===== src/rtl/akm_pkg.sv =====
package akm_pkg;

    localparam int KW_COUNT = 15;
    localparam int KW_TEXT_BITS = 88;

    localparam logic [7:0] LINE_POS_MAX = 8'd255;
    localparam logic [3:0] WORD_LEN_MAX = 4'd15;
    localparam logic [7:0] CHAR_NEWLINE = 8'd10;
    localparam logic [7:0] CHAR_SPACE = 8'd32;
    localparam logic [7:0] CHAR_TAB = 8'd9;
    localparam logic [7:0] CHAR_CR = 8'd13;

    localparam logic [KW_COUNT-1:0] KW_ALL = '1;

    typedef logic [4:0] cmd_t;

    localparam cmd_t CMD_NO_DATA = 5'd0;
    localparam cmd_t CMD_UNKNOWN = 5'd1;
    localparam cmd_t CMD_AMBIGUOUS = 5'd2;
    localparam cmd_t CMD_NAME_NEEDED = 5'd3;
    localparam cmd_t CMD_KW_BASE = 5'd4;
    localparam cmd_t CMD_KW_LAST = 5'd18;

    // keyword text, right-justified: first char in the highest used byte
    localparam logic [KW_TEXT_BITS-1:0] KW_STR [KW_COUNT] = '{
        "help", "name", "game", "who", "games", "challenges", "challenge",
        "recall", "accept", "reject", "move", "board", "resign", "tell", "quit"
    };
    localparam logic [3:0] KW_LEN [KW_COUNT] = '{
        4'd4, 4'd4, 4'd4, 4'd3, 4'd5, 4'd10, 4'd9, 4'd6, 4'd6, 4'd6,
        4'd4, 4'd5, 4'd6, 4'd4, 4'd4
    };
    // bit k set: keyword k needs a name
    localparam logic [KW_COUNT-1:0] KW_NEEDS = 15'b011111111100100;

    typedef struct packed {
        logic [KW_COUNT-1:0] alive;
        logic [3:0]          word_len;
        logic                named;
    } pick_in_t;

    function automatic logic [7:0] kw_char(input int k, input logic [3:0] i);
        logic [KW_TEXT_BITS-1:0] shifted;
        shifted = KW_STR[k] >> ((int'(KW_LEN[k]) - 1 - int'(i)) * 8);
        return shifted[7:0];
    endfunction

    function automatic logic [7:0] pos_inc(input logic [7:0] p);
        return (p == LINE_POS_MAX) ? p : p + 8'd1;
    endfunction

    function automatic logic is_blank(input logic [7:0] c);
        return (c == CHAR_SPACE) || (c >= CHAR_TAB && c <= CHAR_CR);
    endfunction

endpackage


===== src/rtl/akm_pick.sv =====
module akm_pick (
    input  akm_pkg::pick_in_t pick_in,
    output akm_pkg::cmd_t     command
);
    import akm_pkg::*;

    logic [KW_COUNT-1:0] exact;
    logic [KW_COUNT-1:0] prefix;
    logic                exact_any;
    logic [3:0]          exact_idx;
    logic [3:0]          prefix_idx;
    logic                prefix_multi;

    always_comb
    begin
        for (int k = 0; k < KW_COUNT; k++)
        begin
            exact[k]  = pick_in.alive[k] && (KW_LEN[k] == pick_in.word_len);
            prefix[k] = pick_in.alive[k] && (KW_LEN[k] > pick_in.word_len);
        end
    end

    // lowest set index wins: scan from the top down
    always_comb
    begin
        exact_idx  = '0;
        prefix_idx = '0;
        for (int k = KW_COUNT - 1; k >= 0; k--)
        begin
            if (exact[k])
            begin
                exact_idx = 4'(k);
            end
            if (prefix[k])
            begin
                prefix_idx = 4'(k);
            end
        end
    end

    assign exact_any = |exact;
    assign prefix_multi = |(prefix & (prefix - KW_COUNT'(1)));

    always_comb
    begin
        if (exact_any)
        begin
            if (KW_NEEDS[exact_idx] && !pick_in.named)
            begin
                command = CMD_NAME_NEEDED;
            end
            else
            begin
                command = CMD_KW_BASE + cmd_t'(exact_idx);
            end
        end
        else if (prefix == '0)
        begin
            command = CMD_UNKNOWN;
        end
        else if (prefix_multi)
        begin
            command = CMD_AMBIGUOUS;
        end
        else
        begin
            command = CMD_KW_BASE + cmd_t'(prefix_idx);
        end
    end

endmodule


===== src/rtl/abbreviated_keyword_matcher.sv =====
// The result is registered: it appears in the cycle after the item that ends its line
// (newline, or an item with tlast) is accepted.
// Throughput: one item per cycle; keyword compares for all 15 entries run in
// parallel on each item. Input stalls only while a result is held and
// m_axis_tready is low.
// Reset (rst_n low, asynchronous): line state is cleared and no result is held.
module abbreviated_keyword_matcher (
    input  logic        clk,
    input  logic        rst_n,
    input  logic        s_axis_tvalid,
    output logic        s_axis_tready,
    input  logic [7:0]  s_axis_tdata,   // [7:0] ch
    input  logic        s_axis_tuser,   // [0] name_given
    input  logic        s_axis_tlast,   // end_of_input
    output logic        m_axis_tvalid,
    input  logic        m_axis_tready,
    output logic [23:0] m_axis_tdata,   // [4:0] command, [12:5] rest_start,
                                        // [20:13] rest_length, [23:21] zero
    output logic        m_axis_tuser    // [0] ended_by_newline
);
    import akm_pkg::*;

    typedef enum logic [1:0] {
        PH_BEFORE,
        PH_IN,
        PH_AFTER
    } phase_t;

    phase_t              phase_reg, phase_upd;
    logic [KW_COUNT-1:0] alive_reg, alive_upd;
    logic [3:0]          wlen_reg, wlen_upd;
    logic [7:0]          pos_reg, pos_upd;
    logic [7:0]          roff_reg, roff_upd;
    logic [7:0]          lte_reg, lte_upd;

    logic                out_valid_reg;
    cmd_t                cmd_reg, cmd_next;
    logic [7:0]          start_reg, start_next;
    logic [7:0]          len_reg, len_next;
    logic                nl_reg;

    logic                s_accept;
    logic                newline;
    logic                blank;
    logic                line_end;
    logic [7:0]          roff_inc;
    pick_in_t            pick_in;
    cmd_t                pick_cmd;

    assign s_accept = s_axis_tvalid && s_axis_tready;
    assign s_axis_tready = !out_valid_reg || m_axis_tready;
    assign newline = (s_axis_tdata == CHAR_NEWLINE);
    assign blank = is_blank(s_axis_tdata);
    assign line_end = newline || s_axis_tlast;

    // line state after this item, before any end-of-line clear
    always_comb
    begin
        phase_upd = phase_reg;
        alive_upd = alive_reg;
        wlen_upd  = wlen_reg;
        pos_upd   = pos_reg;
        roff_upd  = roff_reg;
        lte_upd   = lte_reg;
        if (!newline)
        begin
            pos_upd = pos_inc(pos_reg);
            if ((phase_reg == PH_BEFORE && !blank) || (phase_reg == PH_IN && !blank))
            begin
                phase_upd = PH_IN;
                for (int k = 0; k < KW_COUNT; k++)
                begin
                    if (wlen_reg >= KW_LEN[k] || kw_char(k, wlen_reg) != s_axis_tdata)
                    begin
                        alive_upd[k] = 1'b0;
                    end
                end
                if (wlen_reg != WORD_LEN_MAX)
                begin
                    wlen_upd = wlen_reg + 4'd1;
                end
            end
            else if (phase_reg == PH_IN)
            begin
                phase_upd = PH_AFTER;
                roff_upd  = pos_reg;
                lte_upd   = pos_reg;
            end
            else if (phase_reg == PH_AFTER && !blank)
            begin
                lte_upd = pos_inc(pos_reg);
            end
        end
    end

    assign pick_in = '{alive: alive_upd, word_len: wlen_upd, named: s_axis_tuser};

    akm_pick u_pick (
        .pick_in (pick_in),
        .command (pick_cmd)
    );

    assign roff_inc = pos_inc(roff_upd);

    always_comb
    begin
        cmd_next   = pick_cmd;
        start_next = '0;
        len_next   = '0;
        case (phase_upd)
            PH_BEFORE:
            begin
                cmd_next = CMD_NO_DATA;
            end
            PH_IN:
            begin
                start_next = pos_upd;
            end
            PH_AFTER:
            begin
                if (lte_upd > roff_upd)
                begin
                    start_next = roff_inc;
                    len_next   = (lte_upd > roff_inc) ? lte_upd - roff_inc : 8'd0;
                end
                else
                begin
                    start_next = roff_upd;
                end
            end
            default:
            begin
                cmd_next = CMD_NO_DATA;
            end
        endcase
    end

    always_ff @(posedge clk or negedge rst_n)
    begin
        if (!rst_n)
        begin
            phase_reg     <= PH_BEFORE;
            alive_reg     <= KW_ALL;
            wlen_reg      <= '0;
            pos_reg       <= '0;
            roff_reg      <= '0;
            lte_reg       <= '0;
            out_valid_reg <= 1'b0;
            cmd_reg       <= CMD_NO_DATA;
            start_reg     <= '0;
            len_reg       <= '0;
            nl_reg        <= 1'b0;
        end
        else
        begin
            if (s_accept && line_end)
            begin
                out_valid_reg <= 1'b1;
            end
            else if (m_axis_tready)
            begin
                out_valid_reg <= 1'b0;
            end
            if (s_accept)
            begin
                if (line_end)
                begin
                    phase_reg     <= PH_BEFORE;
                    alive_reg     <= KW_ALL;
                    wlen_reg      <= '0;
                    pos_reg       <= '0;
                    roff_reg      <= '0;
                    lte_reg       <= '0;
                    cmd_reg       <= cmd_next;
                    start_reg     <= start_next;
                    len_reg       <= len_next;
                    nl_reg        <= newline;
                end
                else
                begin
                    phase_reg <= phase_upd;
                    alive_reg <= alive_upd;
                    wlen_reg  <= wlen_upd;
                    pos_reg   <= pos_upd;
                    roff_reg  <= roff_upd;
                    lte_reg   <= lte_upd;
                end
            end
        end
    end

    assign m_axis_tvalid = out_valid_reg;
    assign m_axis_tdata  = {3'b000, len_reg, start_reg, cmd_reg};
    assign m_axis_tuser  = nl_reg;

`ifndef ASSERT_OFF
    // a line end always returns the matcher to a fresh line
    assert property (@(posedge clk) disable iff (!rst_n)
        s_accept && line_end |=> phase_reg == PH_BEFORE && alive_reg == KW_ALL)
        else $error("line state not cleared after line end");

    // word length is zero exactly while no word has started
    assert property (@(posedge clk) disable iff (!rst_n)
        (phase_reg == PH_BEFORE) == (wlen_reg == 4'd0))
        else $error("word length out of step with phase");

    // an empty line carries no rest of line
    assert property (@(posedge clk) disable iff (!rst_n)
        out_valid_reg && cmd_reg == CMD_NO_DATA |-> start_reg == 8'd0 && len_reg == 8'd0)
        else $error("no-data result with nonzero rest fields");

    // command code stays within the defined range
    assert property (@(posedge clk) disable iff (!rst_n)
        out_valid_reg |-> cmd_reg <= CMD_KW_LAST)
        else $error("command code out of range");

    // rest of line never runs past the saturated line end
    assert property (@(posedge clk) disable iff (!rst_n)
        out_valid_reg |-> 9'(start_reg) + 9'(len_reg) <= 9'(LINE_POS_MAX))
        else $error("rest of line exceeds line length");
`endif

endmodule

===== config.mk =====
export PLATFORM = sky130hd
export DESIGN_NAME = abbreviated_keyword_matcher
export DESIGN_NICKNAME = d
export VERILOG_FILES = /design/src/rtl/akm_pkg.sv /design/src/rtl/akm_pick.sv /design/src/rtl/abbreviated_keyword_matcher.sv
export SDC_FILE = /design/constraint.sdc
export NUM_CORES = 1
export LEC_CHECK = 0
export ABC_AREA = 1
export BUFFER_PORTS_ARGS = -buffer_cell sky130_fd_sc_hd__buf_2
export CAP_MARGIN = 0
export CORE_UTILIZATION = 30
export DETAILED_ROUTE_END_ITERATION = 16
export SYNTH_ARGS = -nofsm -noshare
export SYNTH_HDL_FRONTEND = slang
export SYNTH_SLANG_ARGS = --single-unit

===== constraint.sdc =====
create_clock -name clk -period 4 [get_ports clk]
set_clock_uncertainty 0.2 [all_clocks]
set_input_delay 1.2 -clock clk [delete_from_list [all_inputs] [get_ports clk]]
set_output_delay 1.2 -clock clk [all_outputs]
set_load 0.1 [all_outputs]

After elaboration in Yosys (flattened, before gate mapping)

Memories as Yosys holds them, arrays and structs flattened.
Cells that the tools add are included.

Register bits after elaboration: 68
Input port bits: 14
Bits in read-only memories: 16
Memories kept: 1
Word-level logic and storage cells: 236

Reductions and logical operators: 66
Bitwise operators: 1
Shifts and indexed selects: 15
Order comparisons: 17
Equality and inequality tests: 30
Add/subtract/negate cells: 13
Mux-type cells: 82

Memories:

| memory          | words | bits a word | rd ports | clocked after Yosys merged registers in | wr ports | RTL line       | source |
|---|---|---|---|---|---|---|---|
| (no name shown) | 16    | 1           | 1        | 0                                       | 0        | akm_pick.sv:48 | `if (KW_NEEDS[exact_idx] && !pick_in.named)` |

Operators with widths:

| operator              | number |
|---|---|
| $shr 31x32->8 const A | 6 |
| $shr 47x32->8 const A | 4 |
| $mux 4                | 34 |
| $mux 8                | 17 |
| $ne 8x8->1            | 15 |
| $shr 79x32->8 const A | 1 |
| $shr 39x32->8 const A | 2 |
| $shr 71x32->8 const A | 1 |
| $mux 15               | 3 |
| $logic_and 1x1->1     | 37 |
| $shr 23x32->8 const A | 1 |
| $reduce_or 15->1      | 2 |
| $mux 5                | 5 |
| $logic_or 1x1->1      | 19 |
| $mux 1                | 18 |
| $add 8x1->8 const B   | 2 |
| $eq 8x8->1 const B    | 2 |
| $gt 8x8->1            | 2 |
| $pmux 8 s2            | 1 |
| $and 15x15->15        | 1 |
| $logic_not 15->1      | 1 |
| $sub 15x1->15 const B | 1 |
| $eq 3x4->1 const A    | 3 |
| $ge 4x3->1 const B    | 3 |
| 27 further kinds      | 43 |

Logic depth before layout (Yosys ltp)

Depth in word-level cells: 31
Depth in mapped cells: 34
Depth with buffers taken out: 33

Hierarchy

A second synthesis with hierarchy kept.

Cells, all modules: 1126
Area, all modules: 7206.9 um2

Modules (own cells, without submodules):

| module                      | instances | cells each | area each (um2) |
|---|---|---|---|
| abbreviated_keyword_matcher | 1         | 938        | 6303.5 |
| akm_pick                    | 1         | 188        | 903.4 |

Least setup slack after synthesis

No wires, ideal clock.

Path type: in2reg
Start point: in s_axis_tdata[1]
End point: reg len_reg[3]
Cell stages on the path: 33
Library setup time: 97 ps
Path buffers: 2
Arrival: 4958 ps
Slack: -1255 ps
Cell sequence: buf_4 > inv_1 > nand2_2 > nand4_2 > nand2_1 > nand3_1 > nor2_2 > buf_4 > o21ai_1 > inv_1 > ha_1 > nand2_1 > nor2_1 > nand2_1 > nor2_2 > inv_1 > nand2_1 > nand2_1 > ha_1 > inv_1 > fa_1 > inv_1 > o21ai_0 > inv_1 > nor2_1 > nor2_1 > o21bai_1 > nand2_1 > nand2_1 > a21oi_1 > a21oi_1 > nand4_1 > o31ai_1

Word-level cells in the longest chain between the ends: 14
Elaborated cells between the ends (all ways): 31
Those cells by class: add/sub: 2; order compare: 4; eq/ne: 4; mux: 12; reduce/logical: 9

Ends and longest elaborated chain:

| item                                             | RTL line                                                             | source |
|---|---|---|
| start, declared                                  | abbreviated_keyword_matcher.sv:12                                    | `input logic [7:0] s_axis_tdata,` |
| $ge 8x4->1 / $le 8x4->1 (equally long branches)  | akm_pkg.sv:53                                                        | `return (c == CHAR_SPACE) \|\| (c >= CHAR_TAB && c <= CHAR_CR);` |
| $logic_and 1x1->1                                | akm_pkg.sv:53                                                        |  |
| $logic_or 1x1->1                                 | akm_pkg.sv:53                                                        |  |
| $logic_not 1->1                                  | abbreviated_keyword_matcher.sv:68, abbreviated_keyword_matcher.sv:89 |  |
| $logic_and 1x1->1                                | abbreviated_keyword_matcher.sv:68                                    | `if ((phase_reg == PH_BEFORE && !blank) \|\| (phase_reg == PH_IN && !blank))` |
| $logic_or 1x1->1                                 | abbreviated_keyword_matcher.sv:68                                    |  |
| $mux 8                                           | abbreviated_keyword_matcher.sv:68                                    |  |
| $mux 8                                           | abbreviated_keyword_matcher.sv:65                                    | `if (!newline)` |
| $add 8x1->8 / $eq 8x8->1 (equally long branches) | akm_pkg.sv:49                                                        | `return (p == LINE_POS_MAX) ? p : p + 8'd1;` |
| $mux 8                                           | akm_pkg.sv:49                                                        |  |
| $sub 8x8->8 / $gt 8x8->1 (equally long branches) | abbreviated_keyword_matcher.sv:124                                   | `len_next = (lte_upd > roff_inc) ? lte_upd - roff_inc : 8'd0;` |
| $mux 8                                           | abbreviated_keyword_matcher.sv:124                                   |  |
| $mux 8                                           | abbreviated_keyword_matcher.sv:121                                   | `if (lte_upd > roff_upd)` |
| $mux 8                                           | abbreviated_keyword_matcher.sv:110                                   | `case (phase_upd)` |
| end signal, assigned                             | abbreviated_keyword_matcher.sv:176                                   | `len_reg <= len_next;` |
| end, declared                                    | abbreviated_keyword_matcher.sv:39                                    | `logic [7:0] len_reg, len_next;` |

Several ways; a longest one is shown, not always the timed one.
A chain may end at the register's enable or synchronous reset.

Final worst setup path

Start point: in s_axis_tdata[7]
End point: reg len_reg[4]

The elaborated chain is that of the path after synthesis.

==> results.py <==
metrics = {
    "status": {
        "status": "finished, violations left",
        "violations": "setup timing",
    },
    "worst_hold_path": {
        "hold_class": "reg2reg",
    },
    "power_and_ir_drop": {
        "leakagePower_nw": 5.092,
        "combPwrFrac": 0.530,
        "pwr-share-clk": 0.236,
        "p_switching_mw": 1.548,
        "p_total_mw": 3.466,
        "power_density_mw_per_mm2": 360.0,
        "ir_worst_vdd_mv": 0.2133,
        "netSwitchingFraction": 0.4465,
        "power.internal_mw": 1.918,
        "seq_power_share": 0.235,
    },
    "sta": {
        "max_freq_ghz": 0.2077,
        "rsz0062_at_grt": "yes",
        "finalMaxSlewViolations": 0,
        "fin_crit_ps": 4814,
        "relSlewSlack": 0.5808,
        "worst_pin_slew_ps": 626.1,
        "finalCritPeriodShare": 1.204,
        "finalSetupViolCount": 17,
        "fin_ws_ps": -814.5,
        "hold_violations": 0,
        "hold_slack_ps": 276.5,
        "setup_tns_ps": -8409,
    },
    "finish": {
        "drive_gt1_frac": 0.2872,
        "nets": 1391,
        "design_area_mm2": 0.009627,
        "largest_register_ffs": 15,
        "fin_cells": 1664,
        "diodes": 0,
        "area_delta_synth_final_pct": 36.66,
    },
    "critical_path": {
        "reg2reg_slack_ps": 80,
        "endpoint_kind": "flop",
        "critical_path_arrival_ps": 4860,
        "crit_fanout": 11,
        "required_ps": 4050,
        "cp_common_cell": "inv_2",
        "critical_path.max_stage_delay_ps": 220,
        "cp_slowest_cell": "fa_2",
        "worstSetupPathType": "in2reg",
        "startpoint_type": "primary input",
    },
    "synthesis": {
        "yosysMostFrequentCell": "nand2_1",
        "synth_xor_area_frac": 0.05471,
        "synth_top_family_by_area": "simple AND/OR/NAND/NOR gates",
        "synthTopCellsByArea": "nand2_1 (19%), dfrtp_1 (19%), nor2_1 (5.8%)",
        "synth_common_cells": "nand2_1 (363), nor2_1 (109), inv_1 (107)",
        "synth_area_mm2": 0.007044,
        "synth_mux_area_frac": 0,
        "yosys.area_share.simple": 0.3837,
        "ys_seq_area_frac": 0.2442,
        "synth-edff-count": 0,
        "postSynthAreaPerCell_um2": 6.152,
        "synth.distinct_cells": 51,
        "synth_top_area_cell": "nand2_1",
        "synth_fa_ha_area_frac": 0.05613,
        "yosysWarnings": 0,
        "synth-compound-area-share": 0.1623,
        "yosys_register_bits": 68,
        "netlist.area_leader.share": 0.1934,
        "ys_async_sr_fraction": 1.000,
        "synth-main-ff-cell": "dfrtp_1",
        "syn_inst": 1145,
    },
    "place": {
        "place_inst": 1633,
        "numPortBuffers": 37,
        "hpwlAfterDp_um": 18470,
        "place_area_mm2": 0.008862,
        "place_congestion": 0.9499,
    },
    "die": {
        "initial_utilization": 0.3083,
        "die_area_mm2": 0.02410,
        "die_w_um": 155.2,
        "ios": 41,
        "rows": 55,
        "dieHeight_um": 155.2,
        "coreArea_mm2": 0.02285,
    },
    "clock_tree": {
        "cts_tree": "done",
        "cts.clk_slew.worst_paths_ps": 60,
        "cts-root-buf": "clkbuf_16",
        "htreeDepth": 3,
        "clk_latency_ps": 340,
        "cts.sinks": 68,
        "cts_buffers": 9,
        "cts_buffer_depth": 2,
    },
    "detailed_routing": {
        "antenna_violating_nets_post_route": 0,
        "dr_total_vias": 8174,
        "drt_wl_total_um": 23740,
        "wl_per_cell_um": 14.26,
        "vias_per_cell": 4.912,
        "dr.first_iter.drc_count": 516,
        "drtPass1Iterations": 6,
        "drc_errors": 0,
    },
    "global_routing": {
        "gr-total-overflow": 0,
        "grt_pass1_vias": 7897,
        "antenna_found_initial": 0,
        "grt_pass1_wl_um": 38230,
        "grt_max_degree": 36,
        "track_usage": 0.1987,
    },
    "flow_run": {
        "maxCapViolCount": 0,
    },
}
-- worst paths after layout --
kind	start	cells after the start	endpoint
max in group asynchronous	rst_n	2	alive_reg[3]
hold reg to reg	cmd_reg[2]	2	cmd_reg[2]
setup reg to reg	pos_reg[0]	21	len_reg[4]
setup / recovery	s_axis_tdata[7]	36	len_reg[4]
min in group asynchronous	rst_n	2	lte_reg[2]
hold / removal	cmd_reg[2]	2	cmd_reg[2]
-- per-stage QoR --
stage               worst slack, ps    util
floorplan                    -995.9       -
global placement              -1250  0.3879
CTS                          -797.1  0.4095
finish                       -814.5  0.4214
detailed placement            -1342  0.3879
global route                  -1072  0.4214
-- per-layer routing --
| metal | wire [µm] | track usage |
|---|---|---|
| met1 | 10420 | 0.2468 |
| met2 | 11350 | 0.3387 |
| met3 | 1083 | 0.03287 |
| met4 | 886 | 0.08637 |
| met5 | 0 | 0 |
-- area by class of cell --
cell class	count	area [µm²]
clock buffers	12	256.5
clock inverters	4	47.55
fillers	2447	13220
inverters	139	539.3
multi-input cells	906	4995
flip-flops and latches	68	1720
well taps	313	391.6
repair buffers	222	1677
-- power groups by stage --
stage / Combinational, mW / Clock [mW] / Sequential [mW]
6_report: 1.84 / 0.817 / 0.813
5_1_grt: 2.04 / 0.865 / 0.823
4_1_cts: 1.76 / 0.835 / 0.812
3_5_place_dp: 1.73 / 0 / 0.823
3_3_place_gp: 1.72 / 0 / 0.822
2_1_floorplan: 1.06 / 0 / 0.987
-- cell usage in the layout (no fill, tap or decap), types with 4 or more instances in the layout --
cell type	Yosys	routed
nand3b_1	4	4
a22o_1	4	4
buf_2	8	30
nand2_2	12	20
a21oi_1	58	52
o21ai_1	18	20
nand2_4	2	8
nand3_2	3	5
a21oi_2	0	5
clkbuf_16	0	9
buf_6	0	14
nand3_4	1	4
a32oi_1	4	4
o21ai_2	2	4
inv_2	25	34
nand2_1	363	349
o22ai_1	20	16
inv_1	107	96
nor2_4	5	12
dfrtp_1	53	53
a211oi_1	5	4
clkinv_1	5	4
dfstp_2	15	15
nor2_2	13	14
nor2_1	109	101
nand3_1	67	62
o21ai_0	67	62
ha_1	30	28
nand4_1	18	18
buf_4	8	175
nor3_1	22	20
o211ai_1	7	7
xor2_1	41	41
-- worst max-delay path: cells and delay by family --
kind / cells / cell delay (ps)
simple gates: 16 / 1400
buf+inv: 11 / 1000
compound gates: 6 / 730
fa+ha+maj: 3 / 520
-- repair_timing --
action | CTS | global route
hold endpoints to repair | 0 | 0
pin swaps | 18 | 9
hold buffers | 0 | 0
buffers inserted | 7 | 7
cloned | 0 | 1
endpoints found under the setup margin | 17 | 21
resized for setup | 36 | 55
-- kinds of logic (layout without fill, tap and decap cells) --
| family | after synthesis | count (layout) |
|---|---|---|
| xor+xnor | 44 | 44 |
| buf+inv | 173 | 377 |
| fa+ha+maj | 31 | 31 |
| other cells | 1 | 3 |
| simple gates | 627 | 627 |
| flops | 68 | 68 |
| compound gates | 201 | 201 |
No activity file was read; power rests on OpenSTA's default activity.
